===== config.mk =====
export PLATFORM = sky130hd
export DESIGN_NAME = murmur3_32_hash
export DESIGN_NICKNAME = d
export VERILOG_FILES = /design/src/rtl/core/mh3_pkg.sv /design/src/rtl/core/murmur3_32_hash.sv /design/src/rtl/core/mh3_front.sv /design/src/rtl/core/mh3_queue.sv /design/src/rtl/core/mh3_back.sv
export SDC_FILE = /design/constraint.sdc
export NUM_CORES = 2
export LEC_CHECK = 0
export BUFFER_PORTS_ARGS = -buffer_cell sky130_fd_sc_hd__buf_4
export CAP_MARGIN = 20
export CORE_MARGIN = 2
export CORE_UTILIZATION = 28
export CTS_CLUSTER_DIAMETER = 150
export CTS_CLUSTER_SIZE = 16
export DETAILED_ROUTE_END_ITERATION = 16
export GPL_ROUTABILITY_DRIVEN = 0
export PLACE_DENSITY = 0.52
export SLEW_MARGIN = 20
export SYNTH_ARGS = -nofsm -noshare
export SYNTH_HDL_FRONTEND = slang
export SYNTH_SLANG_ARGS = --single-unit

===== constraint.sdc =====
create_clock -name clk -period 28.5 [get_ports clk]
set_clock_uncertainty 0.2 [all_clocks]
set_input_delay 7.125 -clock clk [delete_from_list [all_inputs] [get_ports clk]]
set_output_delay 7.125 -clock clk [all_outputs]
set_load 0.03 [all_outputs]

===== src/rtl/core/mh3_pkg.sv =====
`timescale 1ns / 1ps

package mh3_pkg;

    localparam logic [31:0] C1       = 32'hcc9e2d51;
    localparam logic [31:0] C2       = 32'h1b873593;
    localparam logic [31:0] FOLD_ADD = 32'he6546b64;
    localparam logic [31:0] FMIX1    = 32'h85ebca6b;
    localparam logic [31:0] FMIX2    = 32'hc2b2ae35;

    localparam int unsigned FULL_BYTES = 4;
    localparam int unsigned QDEPTH     = 2;
    localparam int unsigned QPTR_W     = $clog2(QDEPTH);
    localparam int unsigned QLVL_W     = $clog2(QDEPTH + 1);

    // One classified word as it waits for the back end. The count is already
    // normalized and the word already has its unused tail bytes cleared.
    typedef struct packed {
        logic [31:0] word;
        logic [2:0]  count;
        logic        last;
    } q_item_t;

    typedef struct packed {
        logic idle;
        logic finishing;
    } back_status_t;

endpackage


===== src/rtl/core/murmur3_32_hash.sv =====
`timescale 1ns / 1ps

// MurmurHash3 x86_32 with a zero seed over a message that arrives as
// little-endian 32-bit words; each request carries one word, its byte count
// and a last-word mark, and the last word of a message produces one hash
// request on the output. Incoming words land in a two-entry queue, so the
// input keeps taking words while the hash core works and while a finished
// hash waits on the output, until the queue is full. The hash core uses one
// shared 32x32 multiplier: a word with data passes pop, two mixing multiplies
// and fold, a last word adds finalization, and a last word with no bytes goes
// from pop straight to finalization. The core pops a new word only when idle.
module murmur3_32_hash (
    input  logic        clk,
    input  logic        rst_n,
    input  logic        item_valid,
    output logic        item_ready,
    input  logic [31:0] data_word,
    input  logic [2:0]  byte_count,
    input  logic        final_word,
    output logic        hash_valid,
    input  logic        hash_ready,
    output logic [31:0] hash_value
);
    import mh3_pkg::*;

    logic              push;
    q_item_t           push_item;
    logic              queue_full;
    logic              pop;
    q_item_t           pop_item;
    logic              queue_not_empty;
    logic [QLVL_W-1:0] queue_level;
    back_status_t      back_status;

    mh3_front u_front (
        .item_valid (item_valid),
        .item_ready (item_ready),
        .data_word  (data_word),
        .byte_count (byte_count),
        .final_word (final_word),
        .push       (push),
        .push_item  (push_item),
        .queue_full (queue_full)
    );

    mh3_queue u_queue (
        .clk       (clk),
        .rst_n     (rst_n),
        .push      (push),
        .push_item (push_item),
        .full      (queue_full),
        .pop       (pop),
        .pop_item  (pop_item),
        .not_empty (queue_not_empty),
        .level     (queue_level)
    );

    mh3_back u_back (
        .clk             (clk),
        .rst_n           (rst_n),
        .queue_not_empty (queue_not_empty),
        .pop_item        (pop_item),
        .pop             (pop),
        .hash_valid      (hash_valid),
        .hash_ready      (hash_ready),
        .hash_value      (hash_value),
        .status          (back_status)
    );

    // An accepted request must always find room in the queue.
    assert property (@(posedge clk) disable iff (!rst_n)
        (item_valid && item_ready) |-> (queue_level < QLVL_W'(QDEPTH)))
        else $error("request accepted into a full queue");

    // The core only takes a word when it is idle and one is waiting.
    assert property (@(posedge clk) disable iff (!rst_n)
        pop |-> (queue_not_empty && back_status.idle))
        else $error("queue popped while empty or while the core is busy");

    // A new hash only appears right after the last finalization step.
    assert property (@(posedge clk) disable iff (!rst_n)
        $rose(hash_valid) |-> $past(back_status.finishing))
        else $error("hash presented without finalization");

    // A full queue that is not popped keeps its level at the depth.
    assert property (@(posedge clk) disable iff (!rst_n)
        (queue_level == QLVL_W'(QDEPTH) && !pop) |=> (queue_level == QLVL_W'(QDEPTH)))
        else $error("queue level changed without a pop");

endmodule


===== src/rtl/core/mh3_front.sv =====
`timescale 1ns / 1ps

module mh3_front (
    input  logic              item_valid,
    output logic              item_ready,
    input  logic [31:0]       data_word,
    input  logic [2:0]        byte_count,
    input  logic              final_word,
    output logic              push,
    output mh3_pkg::q_item_t  push_item,
    input  logic              queue_full
);
    import mh3_pkg::*;

    logic [2:0]  count_norm;
    logic [31:0] byte_mask;

    // A word that is not the last one, or that claims more than four bytes,
    // always counts as a full word.
    always_comb
    begin
        if (!final_word || (byte_count > 3'(FULL_BYTES)))
        begin
            count_norm = 3'(FULL_BYTES);
        end
        else
        begin
            count_norm = byte_count;
        end
    end

    always_comb
    begin
        unique case (count_norm)
            3'd0:    byte_mask = 32'h0000_0000;
            3'd1:    byte_mask = 32'h0000_00ff;
            3'd2:    byte_mask = 32'h0000_ffff;
            3'd3:    byte_mask = 32'h00ff_ffff;
            default: byte_mask = 32'hffff_ffff;
        endcase
    end

    assign item_ready      = !queue_full;
    assign push            = item_valid && !queue_full;
    assign push_item.word  = data_word & byte_mask;
    assign push_item.count = count_norm;
    assign push_item.last  = final_word;

endmodule


===== src/rtl/core/mh3_queue.sv =====
`timescale 1ns / 1ps

module mh3_queue (
    input  logic                       clk,
    input  logic                       rst_n,
    input  logic                       push,
    input  mh3_pkg::q_item_t           push_item,
    output logic                       full,
    input  logic                       pop,
    output mh3_pkg::q_item_t           pop_item,
    output logic                       not_empty,
    output logic [mh3_pkg::QLVL_W-1:0] level
);
    import mh3_pkg::*;

    q_item_t           entry_reg [QDEPTH];
    logic [QPTR_W-1:0] wr_ptr_reg, wr_ptr_next;
    logic [QPTR_W-1:0] rd_ptr_reg, rd_ptr_next;
    logic [QLVL_W-1:0] level_reg, level_next;

    always_comb
    begin
        wr_ptr_next = wr_ptr_reg;
        rd_ptr_next = rd_ptr_reg;
        level_next  = level_reg;
        if (push)
        begin
            wr_ptr_next = (wr_ptr_reg == QPTR_W'(QDEPTH - 1)) ? '0 : wr_ptr_reg + 1'b1;
        end
        if (pop)
        begin
            rd_ptr_next = (rd_ptr_reg == QPTR_W'(QDEPTH - 1)) ? '0 : rd_ptr_reg + 1'b1;
        end
        if (push && !pop)
        begin
            level_next = level_reg + 1'b1;
        end
        else if (pop && !push)
        begin
            level_next = level_reg - 1'b1;
        end
    end

    always_ff @(posedge clk or negedge rst_n)
    begin
        if (!rst_n)
        begin
            wr_ptr_reg <= '0;
            rd_ptr_reg <= '0;
            level_reg  <= '0;
        end
        else
        begin
            wr_ptr_reg <= wr_ptr_next;
            rd_ptr_reg <= rd_ptr_next;
            level_reg  <= level_next;
        end
    end

    always_ff @(posedge clk)
    begin
        if (push)
        begin
            entry_reg[wr_ptr_reg] <= push_item;
        end
    end

    assign pop_item  = entry_reg[rd_ptr_reg];
    assign full      = (level_reg == QLVL_W'(QDEPTH));
    assign not_empty = (level_reg != '0);
    assign level     = level_reg;

endmodule


===== src/rtl/core/mh3_back.sv =====
`timescale 1ns / 1ps

module mh3_back (
    input  logic                  clk,
    input  logic                  rst_n,
    input  logic                  queue_not_empty,
    input  mh3_pkg::q_item_t      pop_item,
    output logic                  pop,
    output logic                  hash_valid,
    input  logic                  hash_ready,
    output logic [31:0]           hash_value,
    output mh3_pkg::back_status_t status
);
    import mh3_pkg::*;

    typedef enum logic [6:0] {
        ST_IDLE = 7'b0000001,
        ST_MUL1 = 7'b0000010,
        ST_MUL2 = 7'b0000100,
        ST_FOLD = 7'b0001000,
        ST_FIN0 = 7'b0010000,
        ST_FIN1 = 7'b0100000,
        ST_FIN2 = 7'b1000000
    } state_t;

    state_t      state_reg, state_next;
    logic [31:0] k_reg, k_next;
    logic [2:0]  cnt_reg, cnt_next;
    logic        last_reg, last_next;
    logic [31:0] h_reg, h_next;
    logic [31:0] len_reg, len_next;
    logic [31:0] hash_reg, hash_next;
    logic        hash_valid_reg, hash_valid_next;

    logic [31:0] mul_a, mul_b, prod;
    logic [31:0] fold_x, fold_r, fin_f, fin_g;

    // The single multiplier is shared by both mixing steps and both
    // finalizer steps; the state picks its operands.
    assign prod = mul_a * mul_b;

    assign fold_x = h_reg ^ k_reg;
    assign fold_r = {fold_x[18:0], fold_x[31:19]};
    assign fin_f  = (h_reg ^ len_reg) ^ ((h_reg ^ len_reg) >> 16);
    assign fin_g  = k_reg ^ (k_reg >> 13);

    always_comb
    begin
        unique case (state_reg)
            ST_MUL1:
            begin
                mul_a = k_reg;
                mul_b = C1;
            end
            ST_MUL2:
            begin
                mul_a = {k_reg[16:0], k_reg[31:17]};
                mul_b = C2;
            end
            ST_FIN0:
            begin
                mul_a = fin_f;
                mul_b = FMIX1;
            end
            ST_FIN1:
            begin
                mul_a = fin_g;
                mul_b = FMIX2;
            end
            default:
            begin
                mul_a = k_reg;
                mul_b = C1;
            end
        endcase
    end

    always_comb
    begin
        state_next      = state_reg;
        k_next          = k_reg;
        cnt_next        = cnt_reg;
        last_next       = last_reg;
        h_next          = h_reg;
        len_next        = len_reg;
        hash_next       = hash_reg;
        hash_valid_next = hash_valid_reg && !hash_ready;
        pop             = 1'b0;

        unique case (state_reg)
            ST_IDLE:
            begin
                if (queue_not_empty)
                begin
                    pop       = 1'b1;
                    k_next    = pop_item.word;
                    cnt_next  = pop_item.count;
                    last_next = pop_item.last;
                    // Only a final word can carry no bytes; it goes straight
                    // to finalization.
                    state_next = (pop_item.count == 3'd0) ? ST_FIN0 : ST_MUL1;
                end
            end
            ST_MUL1:
            begin
                k_next     = prod;
                state_next = ST_MUL2;
            end
            ST_MUL2:
            begin
                k_next     = prod;
                state_next = ST_FOLD;
            end
            ST_FOLD:
            begin
                if (cnt_reg == 3'(FULL_BYTES))
                begin
                    h_next = (fold_r << 2) + fold_r + FOLD_ADD;
                end
                else
                begin
                    h_next = fold_x;
                end
                len_next   = len_reg + {29'd0, cnt_reg};
                state_next = last_reg ? ST_FIN0 : ST_IDLE;
            end
            ST_FIN0:
            begin
                k_next     = prod;
                state_next = ST_FIN1;
            end
            ST_FIN1:
            begin
                k_next     = prod;
                state_next = ST_FIN2;
            end
            ST_FIN2:
            begin
                if (!hash_valid_reg || hash_ready)
                begin
                    hash_next       = k_reg ^ (k_reg >> 16);
                    hash_valid_next = 1'b1;
                    h_next          = '0;
                    len_next        = '0;
                    state_next      = ST_IDLE;
                end
            end
            default:
            begin
                state_next = ST_IDLE;
            end
        endcase
    end

    always_ff @(posedge clk or negedge rst_n)
    begin
        if (!rst_n)
        begin
            state_reg      <= ST_IDLE;
            h_reg          <= '0;
            len_reg        <= '0;
            hash_valid_reg <= 1'b0;
        end
        else
        begin
            state_reg      <= state_next;
            h_reg          <= h_next;
            len_reg        <= len_next;
            hash_valid_reg <= hash_valid_next;
        end
    end

    always_ff @(posedge clk)
    begin
        k_reg    <= k_next;
        cnt_reg  <= cnt_next;
        last_reg <= last_next;
        hash_reg <= hash_next;
    end

    assign hash_valid       = hash_valid_reg;
    assign hash_value       = hash_reg;
    assign status.idle      = (state_reg == ST_IDLE);
    assign status.finishing = (state_reg == ST_FIN2);

endmodule


==> metrics.md <==
| Metric | Value |
|---|---|
| Worst Tran Pin Value | 1130 ps |
| Top cells by count, synth | inv_1 (581), fa_1 (393), nand2_1 (217) |
| Total number of vias | 19700 |
| Synth Area in Compound Gates | 0.0875 |
| CP dominant cell by count | inv_1 |
| Nets | 3453 |
| CTS max path bufs | 3 |
| Capturing element type of the critical path | register |
| Number of flip-flops under the largest register name | 72 |
| Die W | 314 um |
| Max-cap violations | 0 |
| Mux share of post-synthesis cell area | 0.0147 |
| Register area | 6110 um2 |
| RSZ-0062 raised after global routing | false |
| GRT Util Overall | 0.189 |
| Net count after synthesis | 3427 |
| Avg Cell Area, Syn | 9.64 um2 |
| Critical path's slowest cell | nor4_1 |
| CP bufs+invs | 11 |
| CP Max Fanout | 33 |
| Status | completed |
| IO Port Bufs | 73 |
| Synth Flop Type | edfxtp_1 |
| Pin count of the biggest net entering global routing | 59 |
| Largest family of logic cells by synthesized area | adder cells |
| Detailed Route WL | 92.7 mm |
| R2R Path Start | u_back.state_reg[3] |
| Synthesis-to-layout area growth | 9.33% |
| Min-delay src | u_back.k_reg[28] |
| Antenna violations before repair | 1 |
| H-tree Lvls | 1 |
| Starting Density | 0.283 |
| Number of buffers added for setup after CTS | 0 |
| Setup CP Type | register to register |
| Yosys warns | 0 |
| I/O pin count | 74 |
| Footprint of the multi-input gates | 18300 um2 |
| Wirelength per Cell | 22.6 um |
| Asr flop ratio synth | 0.352 |
| CTS clk-pin slew, worst paths | 90 ps |
| Slew Limit Fails | 0 |
| Post-DP HPWL | 77.2 mm |
| Rows | 113 |
| Post-synth EDFFs | 140 |
| Layout cell share with drive strength beyond 1 | 0.0577 |
| Resized cells post-CTS | 0 |
| Die height | 314 um |
| Vias in the first global route | 20400 |
| Final worst-path cycle share | 0.370 |
| Remaining DRCs | 0 |
| Most common cell in the synthesized netlist | inv_1 |
| Final number of setup-violating endpoints | 0 |
| Startpoint types | register |
| Min-Delay Path Class | register to register |
| Num CTS Buffers | 17 |
| Post-synthesis sequential area ratio | 0.227 |
| Synth Area in Adders | 0.384 |
| Worst path required time | 28550 ps |
| Final ANT Viol Nets | 0 |
| CTS root buffer | clkbuf_16 |
| Global-route wire length before repair | 138 mm |
| Synth top area share | 0.292 |
| Clk_lat worst skew | 510 ps |
| Max_slew headroom | 0.239 |
| WP data arrival | 10610 ps |
| Synth area leaders | fa_1 (29%), edfxtp_1 (16%), ha_1 (9.2%) |
| Xor and xnor area share after synthesis | 0.0787 |
| Hold bufs inserted after CTS | 0 |
| Syn Inst Count | 2796 |
| Min Clock Period, post-route | 10550 ps |
| CP max stage delay | 700 ps |
| Initial DRC count | 2097 |
| Crit path max-delay family | adder cells |
| Vias per cell | 4.82 |
| Setup TNS Final | 0 ps |
| Fill cells | 9984 |
| Crit. Startpoint | u_back.state_reg[3] |
| Clk sinks | 216 |
| Synth unique cells | 77 |
| DRT Pass-1 Iters | 6 |
| Fmax | 94.8 MHz |
| Post-Syn Area | 26900 um2 |
| Grt ovf | 0 |
| Endpoints failing hold | 0 |
| Synth Area in Simple Gates | 0.112 |
| FF+latch count, synth | 216 |
| CORE AREA | 95200 um2 |
| Die ar. | 98700 um2 |
| CTS tree | built |
| Yosys top cell by area | fa_1 |
-- placed cells by master, fill, tap and decap left out, drive strengths merged, types with 12 or more instances in the layout --
| master | n |
|---|---|
| xor2 | 108 |
| nor2b | 37 |
| nor3 | 16 |
| and3 | 17 |
| edfxtp | 140 |
| nand2 | 218 |
| a22oi | 12 |
| a31oi | 12 |
| a21oi | 100 |
| nand2b | 29 |
| inv | 584 |
| nand3 | 23 |
| a21o | 33 |
| nor3b | 15 |
| mux2i | 35 |
| fa | 393 |
| o21a | 13 |
| dfrtp | 75 |
| nor2 | 192 |
| ha | 198 |
| o21ai | 141 |
| buf | 108 |
| and2 | 38 |
| xnor2 | 129 |
| clkbuf | 23 |
-- metal layers --
| metal | GRT usage | wire [um] |
|---|---|---|
| met1 | 0.262 | 39800 |
| met2 | 0.279 | 38800 |
| met3 | 0.0511 | 9740 |
| met4 | 0.0739 | 4330 |
| met5 | 0 | 0 |
-- logic make-up (layout without fill, tap and decap cells) --
family / count (synthesis) / count (layout)
adders and majority gates: 591 / 591
AOI/OAI and AO/OA: 388 / 388
DFF: 216 / 216
xor gates and xnor gates: 239 / 239
buffers and inverters: 685 / 716
and+or+nand+nor: 638 / 638
other: 0 / 4
muxes: 39 / 39
-- stage by stage --
stage | instance area (um2) | hold WS, ps | util | cells | setup slack, ps
6_report | 29500 | 327 | 0.310 | 4096 | 17950
5_1_grt | 29400 | 342 | 0.309 | 4092 | 17510
4_1_cts | 29400 | 322 | 0.309 | 4090 | 18110
3_5_place_dp | 28900 | 294 | 0.304 | 4066 | 18170
3_3_place_gp | 28900 | 308 | 0.304 | 4065 | 18280
2_1_floorplan | 26900 | 224 | - | 2796 | 19120
-- final cells by class --
cell class / instances / share of cell area
clock buffers: 23 / 0.0152
clock inverters: 1 / 0.000297
repair buffers: 108 / 0.0285
multi-input cells: 1895 / 0.620
flip-flops and latches: 216 / 0.207
inverters: 584 / 0.0749
well taps: 1265 / 0.0537
diodes: 4 / 0.000340
-- path summary, 6_finish.rpt --
kind / end / slack, ps / cells past startpoint
worst max-delay path: u_back.k_reg[31] / 17950 / 37
worst min-delay path: u_back.hash_value[28] / 330 / 0
worst max register to register: u_back.k_reg[31] / 17950 / 37
worst min register to register: u_back.hash_value[28] / 330 / 0
max in group asynchronous: u_queue.rd_ptr_reg / 20710 / 2
min in group asynchronous: u_back.h_reg[30] / 6290 / 1
Power is left out: the tool's default activity adds up to more than one toggle a clock period on the data nets, which glitch-free logic cannot reach.
